<file path="config.mk">
export PLATFORM = sky130hd
export DESIGN_NAME = mandelbrot_density_point_unit
export DESIGN_NICKNAME = d
export VERILOG_FILES = /design/src/hw/rtl/mdp_pkg.sv /design/src/hw/rtl/mdp_mul.sv /design/src/hw/rtl/mdp_isqrt.sv /design/src/hw/rtl/mandelbrot_density_point_unit.sv
export SDC_FILE = /design/constraint.sdc
export NUM_CORES = 2
export LEC_CHECK = 0
export BUFFER_PORTS_ARGS = -buffer_cell sky130_fd_sc_hd__buf_2
export CAP_MARGIN = 0
export CORE_MARGIN = 2
export CORE_UTILIZATION = 46
export DETAILED_ROUTE_END_ITERATION = 7
export PLACE_DENSITY = 0.61
export REMOVE_ABC_BUFFERS = 1
export SYNTH_ARGS = -nofsm -noshare
export SYNTH_HDL_FRONTEND = slang
export SYNTH_SLANG_ARGS = --single-unit
</file>
<file path="constraint.sdc">
create_clock -name i_clk -period 31.6 [get_ports i_clk]
set_input_delay 6.32 -clock i_clk [delete_from_list [all_inputs] [get_ports i_clk]]
set_output_delay 6.32 -clock i_clk [all_outputs]
set_load 0.05 [all_outputs]
</file>
<file path="src/hw/rtl/mdp_pkg.sv">
package mdp_pkg;

    // Fixed-point format of z and c
    localparam int FRACTION_BITS = 28;
    localparam int CPW           = 32;               // width of a point coordinate
    localparam int ZW            = FRACTION_BITS + 3; // signed z while |z| < 4
    localparam int PW            = 2 * ZW;            // signed product width
    localparam int MW            = PW + 1;            // |z|^2 sum width
    localparam int NW            = ((ZW > CPW) ? ZW : CPW) + 2; // z right after update

    // Iteration limit register
    localparam int                CW          = 11;
    localparam logic [CW-1:0]     LIMIT_MAX   = 11'd1024;
    localparam logic [CW-1:0]     LIMIT_RESET = 11'd64;

    // Escape bound 4.0 on |z|^2, and bound 4.0 on a single coordinate
    localparam logic [MW-1:0]        FOUR_SQ = {{(MW-1){1'b0}}, 1'b1} << (2 * FRACTION_BITS + 2);
    localparam logic signed [NW-1:0] Z_LIM   = {{(NW-1){1'b0}}, 1'b1} << (FRACTION_BITS + 2);

    // Square root of |z|^2 scaled by 2^30
    localparam int ROOT_SHIFT = 2 * FRACTION_BITS - 30;
    localparam int RW         = 34;                  // radicand width, even
    localparam int QW         = RW / 2;              // root width
    localparam int DW         = 17;                  // density width
    localparam logic [DW-1:0] ONE_DENSITY = 17'h10000;

    typedef struct packed {
        logic busy;
        logic done;
    } t_sqrt_stat;

    // A coordinate this large escapes no matter what the other one is
    function automatic logic f_far(input logic signed [NW-1:0] v);
        return (v >= Z_LIM) || (v <= -Z_LIM);
    endfunction

    // Zero counts as one, anything above the maximum saturates
    function automatic logic [CW-1:0] f_eff_limit(input logic [CW-1:0] v);
        logic [CW-1:0] r;
        if (v == '0) begin
            r = {{(CW-1){1'b0}}, 1'b1};
        end else if (v > LIMIT_MAX) begin
            r = LIMIT_MAX;
        end else begin
            r = v;
        end
        return r;
    endfunction

endpackage

</file>
<file path="src/hw/rtl/mdp_mul.sv">
module mdp_mul (
    input  logic                           i_clk,
    input  logic signed [mdp_pkg::ZW-1:0]  i_a,
    input  logic signed [mdp_pkg::ZW-1:0]  i_b,
    output logic signed [mdp_pkg::PW-1:0]  o_prod
);

    logic signed [mdp_pkg::PW-1:0] r_prod;

    // Shared signed multiplier, one registered product per cycle
    always_ff @(posedge i_clk) begin
        r_prod <= i_a * i_b;
    end

    assign o_prod = r_prod;

endmodule

</file>
<file path="src/hw/rtl/mdp_isqrt.sv">
module mdp_isqrt (
    input  logic                        i_clk,
    input  logic                        i_rst_n,
    input  logic                        i_start,
    input  logic [mdp_pkg::RW-1:0]      i_radicand,
    output logic [mdp_pkg::QW-1:0]      o_root,
    output mdp_pkg::t_sqrt_stat         o_stat
);

    localparam int QW  = mdp_pkg::QW;
    localparam int RW  = mdp_pkg::RW;
    localparam int SCW = $clog2(QW);

    logic            r_busy;
    logic            r_done;
    logic [SCW-1:0]  r_cnt;
    logic [RW-1:0]   r_rad;
    logic [QW:0]     r_rem;
    logic [QW-1:0]   r_root;

    logic [QW+2:0]   rem_sh;
    logic [QW+2:0]   trial;
    logic [QW+2:0]   diff;
    logic            take;

    // One result bit per cycle: bring down two radicand bits, try 4*root+1
    always_comb begin
        rem_sh = {r_rem, r_rad[RW-1 -: 2]};
        trial  = {1'b0, r_root, 2'b01};
        diff   = rem_sh - trial;
        take   = (rem_sh >= trial);
    end

    // Control
    always_ff @(posedge i_clk) begin
        if (!i_rst_n) begin
            r_busy <= 1'b0;
            r_done <= 1'b0;
            r_cnt  <= '0;
        end else begin
            r_done <= 1'b0;
            if (i_start) begin
                r_busy <= 1'b1;
                r_cnt  <= '0;
            end else if (r_busy) begin
                if (r_cnt == SCW'(QW - 1)) begin
                    r_busy <= 1'b0;
                    r_done <= 1'b1;
                end else begin
                    r_cnt <= r_cnt + 1'b1;
                end
            end
        end
    end

    // Datapath
    always_ff @(posedge i_clk) begin
        if (i_start) begin
            r_rad  <= i_radicand;
            r_rem  <= '0;
            r_root <= '0;
        end else if (r_busy) begin
            r_rad  <= r_rad << 2;
            r_rem  <= take ? diff[QW:0] : rem_sh[QW:0];
            r_root <= {r_root[QW-2:0], take};
        end
    end

    assign o_root      = r_root;
    assign o_stat.busy = r_busy;
    assign o_stat.done = r_done;

endmodule

</file>
<file path="src/hw/rtl/mandelbrot_density_point_unit.sv">
// Channel   Direction  Signals                          Contents (lowest bit up)
// s_axis    in         tvalid tready tdata[63:0]        point_real[31:0], point_imag[31:0]
// m_axis    out        tvalid tready tdata[23:0] tuser  density[16:0] + zero fill; escaped
// cfg       in         i_cfg_valid o_cfg_ready data     iteration_limit[10:0]
//
// One point at a time, for a point that stays bounded: S_IDLE takes it, each z update
// runs S_SQ_R, S_SQ_I, S_CROSS and S_UPDATE (three products through the single 31x31
// multiplier plus the update; the last pass ends after S_CROSS), then the bit-serial
// square root runs in S_ROOT and S_FINISH loads the output register.
// An escaping point finishes as soon as the escape is seen.
// The result sits in an output register; the next point is taken while it waits.
// i_rst_n is synchronous, active low; the iteration limit resets to 64.
module mandelbrot_density_point_unit (
    input  logic                        i_clk,
    input  logic                        i_rst_n,
    input  logic                        s_axis_tvalid,
    output logic                        s_axis_tready,
    input  logic [63:0]                 s_axis_tdata,   // point_real, point_imag
    output logic                        m_axis_tvalid,
    input  logic                        m_axis_tready,
    output logic [23:0]                 m_axis_tdata,   // density, zero fill
    output logic [0:0]                  m_axis_tuser,   // escaped
    input  logic                        i_cfg_valid,
    output logic                        o_cfg_ready,
    input  logic [mdp_pkg::CW-1:0]      i_cfg_data      // iteration_limit
);

    localparam int F   = mdp_pkg::FRACTION_BITS;
    localparam int ZW  = mdp_pkg::ZW;
    localparam int PW  = mdp_pkg::PW;
    localparam int MW  = mdp_pkg::MW;
    localparam int NW  = mdp_pkg::NW;
    localparam int CW  = mdp_pkg::CW;
    localparam int CPW = mdp_pkg::CPW;
    localparam int RW  = mdp_pkg::RW;
    localparam int QW  = mdp_pkg::QW;
    localparam int DW  = mdp_pkg::DW;

    typedef enum logic [2:0] {
        S_IDLE,
        S_SQ_R,
        S_SQ_I,
        S_CROSS,
        S_UPDATE,
        S_ROOT,
        S_FINISH
    } t_state;

    t_state                    r_state,     n_state;
    logic [CW-1:0]             r_cfg_limit, n_cfg_limit;
    logic [CW-1:0]             r_limit,     n_limit;
    logic [CW-1:0]             r_count,     n_count;
    logic signed [CPW-1:0]     r_cr,        n_cr;
    logic signed [CPW-1:0]     r_ci,        n_ci;
    logic signed [ZW-1:0]      r_zr,        n_zr;
    logic signed [ZW-1:0]      r_zi,        n_zi;
    logic signed [PW-1:0]      r_sq_r,      n_sq_r;
    logic signed [PW-1:0]      r_sq_i,      n_sq_i;
    logic [DW-1:0]             r_fin_dens,  n_fin_dens;
    logic                      r_fin_esc,   n_fin_esc;
    logic                      r_out_valid, n_out_valid;
    logic [DW-1:0]             r_out_dens,  n_out_dens;
    logic                      r_out_esc,   n_out_esc;

    logic signed [ZW-1:0]      mul_a;
    logic signed [ZW-1:0]      mul_b;
    logic signed [PW-1:0]      prod;
    logic [MW-1:0]             mag;
    logic signed [PW:0]        sq_diff;
    logic signed [PW:0]        re_shift;
    logic signed [PW-1:0]      im_shift;
    logic signed [NW-1:0]      in_re;
    logic signed [NW-1:0]      in_im;
    logic signed [NW-1:0]      upd_re;
    logic signed [NW-1:0]      upd_im;
    logic                      sqrt_start;
    logic [RW-1:0]             radicand;
    logic [QW-1:0]             root;
    mdp_pkg::t_sqrt_stat       sqrt_stat;
    logic                      out_free;
    logic                      in_xact;

    mdp_mul u_mul (
        .i_clk  (i_clk),
        .i_a    (mul_a),
        .i_b    (mul_b),
        .o_prod (prod)
    );

    mdp_isqrt u_isqrt (
        .i_clk      (i_clk),
        .i_rst_n    (i_rst_n),
        .i_start    (sqrt_start),
        .i_radicand (radicand),
        .o_root     (root),
        .o_stat     (sqrt_stat)
    );

    // Multiplier operand select: zr^2, zi^2, zr*zi in turn
    always_comb begin
        case (r_state)
            S_SQ_R:  begin mul_a = r_zr; mul_b = r_zr; end
            S_SQ_I:  begin mul_a = r_zi; mul_b = r_zi; end
            S_CROSS: begin mul_a = r_zr; mul_b = r_zi; end
            default: begin mul_a = r_zr; mul_b = r_zr; end
        endcase
    end

    // Datapath arithmetic
    always_comb begin
        // |z|^2 while zi^2 is on the multiplier output
        mag      = {1'b0, r_sq_r} + {1'b0, prod};
        radicand = RW'(mag >> mdp_pkg::ROOT_SHIFT);
        // z update with floor rounding
        sq_diff  = {r_sq_r[PW-1], r_sq_r} - {r_sq_i[PW-1], r_sq_i};
        re_shift = sq_diff >>> F;
        im_shift = prod >>> (F - 1);
        upd_re   = re_shift[NW-1:0] + NW'(r_cr);
        upd_im   = im_shift[NW-1:0] + NW'(r_ci);
        // incoming point, sign extended
        in_re    = NW'($signed(s_axis_tdata[CPW-1:0]));
        in_im    = NW'($signed(s_axis_tdata[2*CPW-1:CPW]));
    end

    assign out_free      = !r_out_valid || m_axis_tready;
    assign s_axis_tready = (r_state == S_IDLE);
    assign in_xact       = s_axis_tvalid && s_axis_tready;
    assign sqrt_start    = (r_state == S_CROSS) && !(mag > mdp_pkg::FOUR_SQ)
                           && (r_count == r_limit);

    // Sequencer
    always_comb begin
        n_state     = r_state;
        n_cfg_limit = r_cfg_limit;
        n_limit     = r_limit;
        n_count     = r_count;
        n_cr        = r_cr;
        n_ci        = r_ci;
        n_zr        = r_zr;
        n_zi        = r_zi;
        n_sq_r      = r_sq_r;
        n_sq_i      = r_sq_i;
        n_fin_dens  = r_fin_dens;
        n_fin_esc   = r_fin_esc;
        n_out_valid = r_out_valid;
        n_out_dens  = r_out_dens;
        n_out_esc   = r_out_esc;

        if (i_cfg_valid) begin
            n_cfg_limit = i_cfg_data;
        end
        if (r_out_valid && m_axis_tready) begin
            n_out_valid = 1'b0;
        end

        case (r_state)
            S_IDLE: begin
                if (in_xact) begin
                    n_cr      = s_axis_tdata[CPW-1:0];
                    n_ci      = s_axis_tdata[2*CPW-1:CPW];
                    n_limit   = mdp_pkg::f_eff_limit(r_cfg_limit);
                    n_count   = {{(CW-1){1'b0}}, 1'b1};
                    n_zr      = in_re[ZW-1:0];
                    n_zi      = in_im[ZW-1:0];
                    // first update from zero gives z = c
                    if (mdp_pkg::f_far(in_re) || mdp_pkg::f_far(in_im)) begin
                        n_fin_dens = '0;
                        n_fin_esc  = 1'b1;
                        n_state    = S_FINISH;
                    end else begin
                        n_state = S_SQ_R;
                    end
                end
            end
            S_SQ_R: begin
                n_state = S_SQ_I;
            end
            S_SQ_I: begin
                n_sq_r  = prod;
                n_state = S_CROSS;
            end
            S_CROSS: begin
                n_sq_i = prod;
                if (mag > mdp_pkg::FOUR_SQ) begin
                    n_fin_dens = '0;
                    n_fin_esc  = 1'b1;
                    n_state    = S_FINISH;
                end else if (r_count == r_limit) begin
                    n_state = S_ROOT;
                end else begin
                    n_state = S_UPDATE;
                end
            end
            S_UPDATE: begin
                n_zr    = upd_re[ZW-1:0];
                n_zi    = upd_im[ZW-1:0];
                n_count = r_count + 1'b1;
                if (mdp_pkg::f_far(upd_re) || mdp_pkg::f_far(upd_im)) begin
                    n_fin_dens = '0;
                    n_fin_esc  = 1'b1;
                    n_state    = S_FINISH;
                end else begin
                    n_state = S_SQ_R;
                end
            end
            S_ROOT: begin
                if (sqrt_stat.done) begin
                    n_fin_esc  = 1'b0;
                    n_fin_dens = (root > mdp_pkg::ONE_DENSITY) ? '0
                                 : mdp_pkg::ONE_DENSITY - root;
                    n_state    = S_FINISH;
                end
            end
            S_FINISH: begin
                if (out_free) begin
                    n_out_valid = 1'b1;
                    n_out_dens  = r_fin_dens;
                    n_out_esc   = r_fin_esc;
                    n_state     = S_IDLE;
                end
            end
            default: begin
                n_state = S_IDLE;
            end
        endcase
    end

    // State and registered outputs
    always_ff @(posedge i_clk) begin
        if (!i_rst_n) begin
            r_state     <= S_IDLE;
            r_cfg_limit <= mdp_pkg::LIMIT_RESET;
            r_limit     <= mdp_pkg::LIMIT_RESET;
            r_count     <= '0;
            r_out_valid <= 1'b0;
        end else begin
            r_state     <= n_state;
            r_cfg_limit <= n_cfg_limit;
            r_limit     <= n_limit;
            r_count     <= n_count;
            r_out_valid <= n_out_valid;
        end
    end

    // Payload
    always_ff @(posedge i_clk) begin
        r_cr       <= n_cr;
        r_ci       <= n_ci;
        r_zr       <= n_zr;
        r_zi       <= n_zi;
        r_sq_r     <= n_sq_r;
        r_sq_i     <= n_sq_i;
        r_fin_dens <= n_fin_dens;
        r_fin_esc  <= n_fin_esc;
        r_out_dens <= n_out_dens;
        r_out_esc  <= n_out_esc;
    end

    assign o_cfg_ready     = 1'b1;
    assign m_axis_tvalid   = r_out_valid;
    assign m_axis_tdata    = {{(24-DW){1'b0}}, r_out_dens};
    assign m_axis_tuser[0] = r_out_esc;

    // Square root runs only while the sequencer waits for it
    a_sqrt_owned: assert property (@(posedge i_clk) disable iff (!i_rst_n)
        (sqrt_stat.busy || sqrt_stat.done) |-> (r_state == S_ROOT))
        else $error("square root active outside its state");

    // Iteration count stays within the latched limit
    a_count_bound: assert property (@(posedge i_clk) disable iff (!i_rst_n)
        (r_state == S_SQ_R || r_state == S_SQ_I || r_state == S_CROSS
         || r_state == S_UPDATE) |-> (r_count <= r_limit && r_count != '0))
        else $error("iteration count out of range");

    // An escaped result carries zero density
    a_escape_zero: assert property (@(posedge i_clk) disable iff (!i_rst_n)
        (r_out_valid && r_out_esc) |-> (r_out_dens == '0))
        else $error("escaped point with nonzero density");

    // Latched limit is always in the legal range while working
    a_limit_range: assert property (@(posedge i_clk) disable iff (!i_rst_n)
        (r_state != S_IDLE) |-> (r_limit != '0 && r_limit <= mdp_pkg::LIMIT_MAX))
        else $error("effective limit out of range");

    // A result leaves the sequencer only into a free output register
    a_out_load: assert property (@(posedge i_clk) disable iff (!i_rst_n)
        (r_state == S_FINISH && !out_free) |=> (r_state == S_FINISH))
        else $error("result dropped while output stalled");

endmodule

</file>
==> Word-level counts from Yosys, hierarchy flattened <==
Cells that the tools add are included.
W data, S select, Z words.
{ "word_totals": {"reg_bits": 461, "latch_bits": 0, "ramBits": 0, "mem_bits_ro": 0, "inputBits": 80, "output_inout_bits": 28, "elab_cells": 128, "mem_count": 0} }
{ "classes": {"n_addsub": 8, "multipliers": 1, "div_mod_pow": 0, "order_cmp": 12, "n_eq_ne": 14, "shifts": 0, "n_mux": 41, "n_bitwise": 3, "reduce_logical": 27} }
{ "ops": {"columns": ["op", "count"], "rows": [
  ["$mux W31", 4],
  ["$pmux W31 S2", 2],
  ["$mux W17", 6],
  ["$add A34 B34 Y34", 2],
  ["$ge A34 B32 Y1 const B", 2],
  ["$le A34 B31 Y1 const B", 2],
  ["$mux W34", 2],
  ["$pmux W17 S4", 1],
  ["$ge A32 B32 Y1 const B", 2],
  ["$le A32 B31 Y1 const B", 2],
  ["$add A62 B62 Y63", 1],
  ["$gt A63 B59 Y1 const B", 1],
  ["$mul A31 B31 Y62", 1],
  ["$sub A62 B62 Y62", 1],
  ["$mux W11", 3],
  ["$pmux W11 S2", 1],
  ["$pmux W3 S7", 1],
  ["$ge A20 B19 Y1", 1],
  ["$mux W18", 1],
  ["$sub A18 B18 Y18", 1],
  ["$gt A17 B17 Y1 const B", 1],
  ["$sub A17 B17 Y17 const A", 1],
  ["$mux W3", 5],
  ["$mux W1", 13],
  ["25 further kinds", 49]
]} }

==> Longest topological paths before layout <==
{ "logic_depth": {"ltp_word": 7, "ltp_mapped": 37, "mapped_depth_nobuf": 34} }

==> Modules after synthesis <==
From an unflattened synthesis, not the netlist that was laid out.
{ "hier_totals": {"cells_unflattened": 6863, "hier_area_um2": 64657.0} }
{ "by_module_without_submodules": {"columns": ["mod", "instances", "cells_each", "area_each_um2", "seq_area_each_um2"], "rows": [
  ["mdp_mul", 1, 3858, 35999.5, 1241.2],
  ["mandelbrot_density_point_unit", 1, 2597, 24487.2, 9328.9],
  ["mdp_isqrt", 1, 408, 4170.2, 1861.8]
]} }

==> Least setup slack after synthesis <==
No wires, ideal clock.
{ "synth_path": {"kind": "reg-to-reg", "from": "register r_state[1]", "to": "register u_mul.r_prod, in the netlist u_mul.o_prod[59]", "setup_time_ps": 127, "arrival_ps": 10993, "t_required_ps": 31473, "path_slack_ps": 20480, "path_stages_with_launch": 35, "path_buffers": 4, "period_less_slack_ps": 11120, "cell_sequence": "dfxtp_1 -> nand2b_1 -> clkbuf_1 -> nor2_1 -> clkbuf_1 -> clkbuf_1 -> buf_1 -> o22ai_1 -> fa_1 -> inv_1 -> fa_1 -> fa_1 -> inv_1 -> fa_1 -> inv_1 -> fa_1 -> inv_1 -> fa_1 -> inv_1 -> fa_1 -> inv_1 -> fa_1 -> inv_1 -> ha_1 -> a2111oi_0 -> o31ai_1 -> a2111o_1 -> o211a_1 -> o21ai_0 -> o21ai_0 -> a211oi_1 -> o41ai_1 -> a21oi_1 -> o21ai_0 -> xor2_1"} }
{ "synth_between": {"elab_chain_cells": 4, "word_cells_on_any_way": 6, "cone_classes": "mul (1); eq/ne (2); mux (2); reduce/logical (1)"} }
{ "synth_lines": {"columns": ["element", "line", "text"], "rows": [
  ["start, declared", "mandelbrot_density_point_unit.sv:49", "t_state r_state, n_state;"],
  ["start signal, assigned", "mandelbrot_density_point_unit.sv:237", "r_state <= n_state;"],
  ["$eq A3 B2 Y1", "mandelbrot_density_point_unit.sv:101", "case (r_state)"],
  ["$reduce_or A2 Y1 (no source line)", null, null],
  ["$mux W31", "mandelbrot_density_point_unit.sv:101", null],
  ["$mul A31 B31 Y62 *", "mdp_mul.sv:12", "r_prod <= i_a * i_b;"],
  ["end signal, assigned", "mdp_mul.sv:12", null],
  ["end, declared", "mdp_mul.sv:8", "logic signed [mdp_pkg::PW-1:0] r_prod;"]
]} }
Mark *: on every way between the ends. The rest lies on a longest branch, timed or not.
A chain may end at the register's enable or synchronous reset.

==> Final worst setup path <==
Ends and elaborated chain as after synthesis.

==> reports/metrics.json <==
{
  "run_status": {"value": "completed"},
  "chipWidth": {"value": 370, "unit": "µm"},
  "drv_slew": {"value": 0},
  "clock_latency": {"value": 0.62, "unit": "ns"},
  "timing.final.hold_violations": {"value": 0},
  "synth_edf_count": {"value": 320},
  "cap_viol_max_count": {"value": 0},
  "ys_seq_area_share": {"value": 20.1, "unit": "%"},
  "critical_path.max_stage_delay": {"value": 0.74, "unit": "ns"},
  "clk_pin_slew_worst_paths": {"value": 0.07, "unit": "ns"},
  "synth_xor_area_share": {"value": 3.15, "unit": "%"},
  "detailedRoute.firstPassIterationCount": {"value": 6},
  "cts_num_sinks": {"value": 461},
  "portBuffers": {"value": 99},
  "coreArea": {"value": 133000, "unit": "µm²"},
  "fillers": {"value": 12600},
  "ys_async_sr_fraction": {"value": 0, "unit": "%"},
  "synth-simple-area-share": {"value": 13.5, "unit": "%"},
  "post_synth_adder_cell_area": {"value": 41.1, "unit": "%"},
  "layout_min_cycle_time": {"value": 11.70, "unit": "ns"},
  "detail_route.vias_per_cell": {"value": 5.66},
  "synthToLayoutAreaGrowth": {"value": 6.83, "unit": "%"},
  "wire_per_inst": {"value": 23.0, "unit": "µm"},
  "cts_root_buf": {"value": "sky130_fd_sc_hd__clkbuf_16"},
  "grt_pass1_vias": {"value": 49000},
  "placedInstanceArea": {"value": 64200, "unit": "µm²"},
  "clock.fmax": {"value": 85.5, "unit": "MHz"},
  "crit_path_frequent_cell": {"value": "sky130_fd_sc_hd__fa_1"},
  "first_iter_violations": {"value": 3868},
  "detailroute.via_count": {"value": 47400},
  "die_height": {"value": 370, "unit": "µm"},
  "drtAntennaViolNets": {"value": 0},
  "crit_end_element": {"value": "register"},
  "ys_ff_latch": {"value": 461},
  "antenna_found_initial": {"value": 11},
  "synth_top_family_by_area": {"value": "adder cells"},
  "synth_compound_area_share": {"value": 9.69, "unit": "%"},
  "holdCritPathClass": {"value": "reg2reg"},
  "detailed_place_hpwl": {"value": 152000, "unit": "µm"},
  "cts_made_buffers": {"value": 46},
  "yosys.cell_types.count": {"value": 88},
  "setup_viol": {"value": 0},
  "globalplace.congestion": {"value": 0.989},
  "yosysWarningCount": {"value": 0},
  "cts_tree": {"value": "done"},
  "floorplan.io_pins": {"value": 108},
  "worst_hold_slack_after_final_layout": {"value": 0.410, "unit": "ns"},
  "area_fraction_of_the_dominant_cell_type_after_synthesis": {"value": 33.1, "unit": "%"},
  "post-cts-setup-buffer-count": {"value": 0},
  "postSynthCellCount": {"value": 6581},
  "post_cts_hold_buffer_count": {"value": 0},
  "fraction_of_synthesized_area_in_multiplexers": {"value": 3.56, "unit": "%"},
  "timing.critical_path.from_type": {"value": "register"},
  "initial_core_utilization": {"value": 46.3, "unit": "%"},
  "netlist_area": {"value": 61700, "unit": "µm²"},
  "crit_path_top_delay_cell": {"value": "sky130_fd_sc_hd__mux2_2"},
  "post_route_cells_drive_above_1_share": {"value": 5.86, "unit": "%"},
  "synth_largest_area_cell": {"value": "sky130_fd_sc_hd__fa_1"},
  "critical_path_required": {"value": 32.15, "unit": "ns"},
  "rr_startpoint": {"value": "r_state[1]"},
  "final_routed_wirelength": {"value": 192000, "unit": "µm"},
  "hold_path.startpoint": {"value": "r_fin_dens[7]"},
  "grt_max_degree": {"value": 69},
  "reg2reg_to": {"value": "u_mul.o_prod[59]"},
  "clock_tree.htree_level_count": {"value": 2},
  "whs_path_depth": {"value": 0},
  "totalNegativeSetupSlack": {"value": 0, "unit": "ns"},
  "syn-mean-instance-area": {"value": 9.38, "unit": "µm²"},
  "grt-ovfl-total": {"value": 0},
  "first_pass_grt_wire_length": {"value": 293000, "unit": "µm"},
  "grt_usage": {"value": 28.3, "unit": "%"},
  "grt_setup_unrepaired": {"value": "false"},
  "rr_worst_depth": {"value": 34},
  "drt_drc_violations_left": {"value": 0},
  "die_area": {"value": 137000, "unit": "µm²"},
  "worstPathMaxFanout": {"value": 52},
  "timing.setup.critical_path_class": {"value": "reg2reg"},
  "fin_area": {"value": 65900, "unit": "µm²"},
  "synth.area.top_cells": {"value": "sky130_fd_sc_hd__fa_1 (33%), sky130_fd_sc_hd__edfxtp_1 (16%), sky130_fd_sc_hd__ha_1 (8.0%)"},
  "layout_worst_path_cycle_share": {"value": 37.0, "unit": "%"},
  "cts_repair_resize_count": {"value": 0},
  "ctsLongestPathBuffers": {"value": 3},
  "fin_skew": {"value": 0.0475, "unit": "ns"},
  "commonest_register_cell_after_synthesis": {"value": "sky130_fd_sc_hd__edfxtp_1"},
  "max_slew_margin": {"value": 13.7, "unit": "%"},
  "post_layout_nets": {"value": 8057},
  "cp.arrival": {"value": 12.25, "unit": "ns"},
  "tightestPinTransition": {"value": 1.26, "unit": "ns"},
  "placementRows": {"value": 134},
  "timing.hold.worst_endpoint": {"value": "r_out_dens[7]"},
  "r2r_setup_slack": {"value": 19.90, "unit": "ns"},
  "post-route-util": {"value": 49.5, "unit": "%"}
}
worst max-delay path by stage:
stage / start / to / slack, ns / cells after the start
global placement: r_state[1] / u_mul.o_prod[59] / 20.21 / 34
floorplan: r_state[1] / u_mul.o_prod[59] / 13.32 / 30
global route: r_state[1] / u_mul.o_prod[59] / 19.13 / 34
detailed placement: r_state[1] / u_mul.o_prod[59] / 19.96 / 34
CTS: r_state[1] / u_mul.o_prod[59] / 19.92 / 34
finish: r_state[1] / u_mul.o_prod[59] / 19.90 / 34
placed cells by master, fill, tap and decap left out, types with 12 or more instances in the layout:
master / count
sky130_fd_sc_hd__o211a_1: 24
sky130_fd_sc_hd__buf_2: 99
sky130_fd_sc_hd__a21o_1: 88
sky130_fd_sc_hd__o21bai_1: 19
sky130_fd_sc_hd__a21boi_0: 22
sky130_fd_sc_hd__clkbuf_16: 57
sky130_fd_sc_hd__ha_1: 393
sky130_fd_sc_hd__xor2_1: 66
sky130_fd_sc_hd__fa_1: 1021
sky130_fd_sc_hd__inv_1: 1195
sky130_fd_sc_hd__or3_1: 12
sky130_fd_sc_hd__nand4_1: 55
sky130_fd_sc_hd__and3_1: 36
sky130_fd_sc_hd__a31oi_1: 51
sky130_fd_sc_hd__mux2_2: 69
sky130_fd_sc_hd__nor2_1: 671
sky130_fd_sc_hd__xnor2_1: 156
sky130_fd_sc_hd__a211o_1: 12
sky130_fd_sc_hd__a2111oi_0: 15
sky130_fd_sc_hd__mux2_1: 25
sky130_fd_sc_hd__nor4_1: 39
sky130_fd_sc_hd__mux2i_1: 86
sky130_fd_sc_hd__o211ai_1: 21
sky130_fd_sc_hd__a211oi_1: 48
sky130_fd_sc_hd__nor2b_1: 45
sky130_fd_sc_hd__mux2i_2: 26
sky130_fd_sc_hd__nand2b_1: 36
sky130_fd_sc_hd__nand2_1: 758
sky130_fd_sc_hd__buf_4: 76
sky130_fd_sc_hd__a21oi_1: 239
sky130_fd_sc_hd__and2_1: 43
sky130_fd_sc_hd__o21a_1: 45
sky130_fd_sc_hd__dfxtp_1: 140
sky130_fd_sc_hd__nor3_1: 68
sky130_fd_sc_hd__nand3_1: 72
sky130_fd_sc_hd__o22ai_1: 15
sky130_fd_sc_hd__o31ai_1: 17
sky130_fd_sc_hd__o21ai_0: 197
sky130_fd_sc_hd__edfxtp_1: 320
state kept, by name, summed over array words and instances, names as in the netlist, 3 cells and up:
name            flops
r_fin_dens         17
r_zi               31
r_sq_r             62
r_limit            11
r_cr               32
r_ci               32
r_zr               31
u_isqrt.r_rem      18
u_isqrt.r_rad      34
u_isqrt.r_cnt       5
r_cfg_limit        11
u_isqrt.o_root     17
u_mul.o_prod       62
r_state             3
r_count            11
r_sq_i             62
r_out_dens         17
layer usage:
layer	up-vias	track usage [%]	wire length (µm)	share of wire [%]
li1	21100	-	-	-
met1	23800	37.8	79300	41
met2	2020	44.3	85600	45
met3	457	5.77	17200	9.0
met4	4	12.8	10200	5.3
met5	-	0	27	0.014
synthesized netlist by cell type, types with 22 or more instances:
library cell	number
sky130_fd_sc_hd__mux2_1	25
sky130_fd_sc_hd__clkbuf_1	211
sky130_fd_sc_hd__nor4_1	41
sky130_fd_sc_hd__nor2_1	673
sky130_fd_sc_hd__nand2b_1	38
sky130_fd_sc_hd__ha_1	393
sky130_fd_sc_hd__nor2b_1	46
sky130_fd_sc_hd__xnor2_1	156
sky130_fd_sc_hd__a211oi_1	48
sky130_fd_sc_hd__mux2i_1	114
sky130_fd_sc_hd__a21oi_1	239
sky130_fd_sc_hd__inv_1	1196
sky130_fd_sc_hd__nand2_1	759
sky130_fd_sc_hd__nand3_1	73
sky130_fd_sc_hd__dfxtp_1	141
sky130_fd_sc_hd__and2_1	43
sky130_fd_sc_hd__a21o_1	88
sky130_fd_sc_hd__fa_1	1021
sky130_fd_sc_hd__o211a_1	24
sky130_fd_sc_hd__nand4_1	55
sky130_fd_sc_hd__and3_1	36
sky130_fd_sc_hd__o21ai_0	198
sky130_fd_sc_hd__mux2_2	69
sky130_fd_sc_hd__xor2_1	66
sky130_fd_sc_hd__o21a_1	45
sky130_fd_sc_hd__a21boi_0	22
sky130_fd_sc_hd__nor3_1	68
sky130_fd_sc_hd__a31oi_1	51
sky130_fd_sc_hd__edfxtp_1	320
metrics by stage:
stage	std cells	setup slack, ns
final	8377	19.90
after global placement	8283	20.21
after floorplan	6340	13.32
after detailed placement	8283	19.96
after global routing	8371	19.13
after CTS	8369	19.92
kinds of logic (layout without fill, tap and decap cells):
group,after synthesis,in the layout
compound gates,920,920
xor+xnor,222,222
fa+ha+maj,1415,1415
buf+inv,1445,1459
flops,461,461
mux,208,208
other cells,2,16
simple gates,1908,1908
final cells by class:
type / count / area, µm² / area share (%)
clock buffer: 69 / 1500 / 2.28
tap: 1768 / 2210 / 3.36
clock inverter: 17 / 188 / 0.285
inverter: 1198 / 4500 / 6.82
antenna: 8 / 20.0 / 0.0304
sequential: 461 / 12400 / 18.9
timing repair buffer: 175 / 1070 / 1.62
multi-input combinational: 4681 / 44000 / 66.7
critical path, delay by kind of cell (launching register included):
family	cells	cell delay (ns)
AO/OA/AOI/OAI	8	2.88
XOR/XNOR	1	0.17
adder cells (fa/ha/maj)	9	4.29
buffers and inverters	9	1.50
flip-flops	1	0.67
multiplexers	1	0.74
AND/OR/NAND/NOR	6	1.28
Power is left out: the tool's default activity adds up to more than one toggle a clock period on the data nets, which glitch-free logic cannot reach.
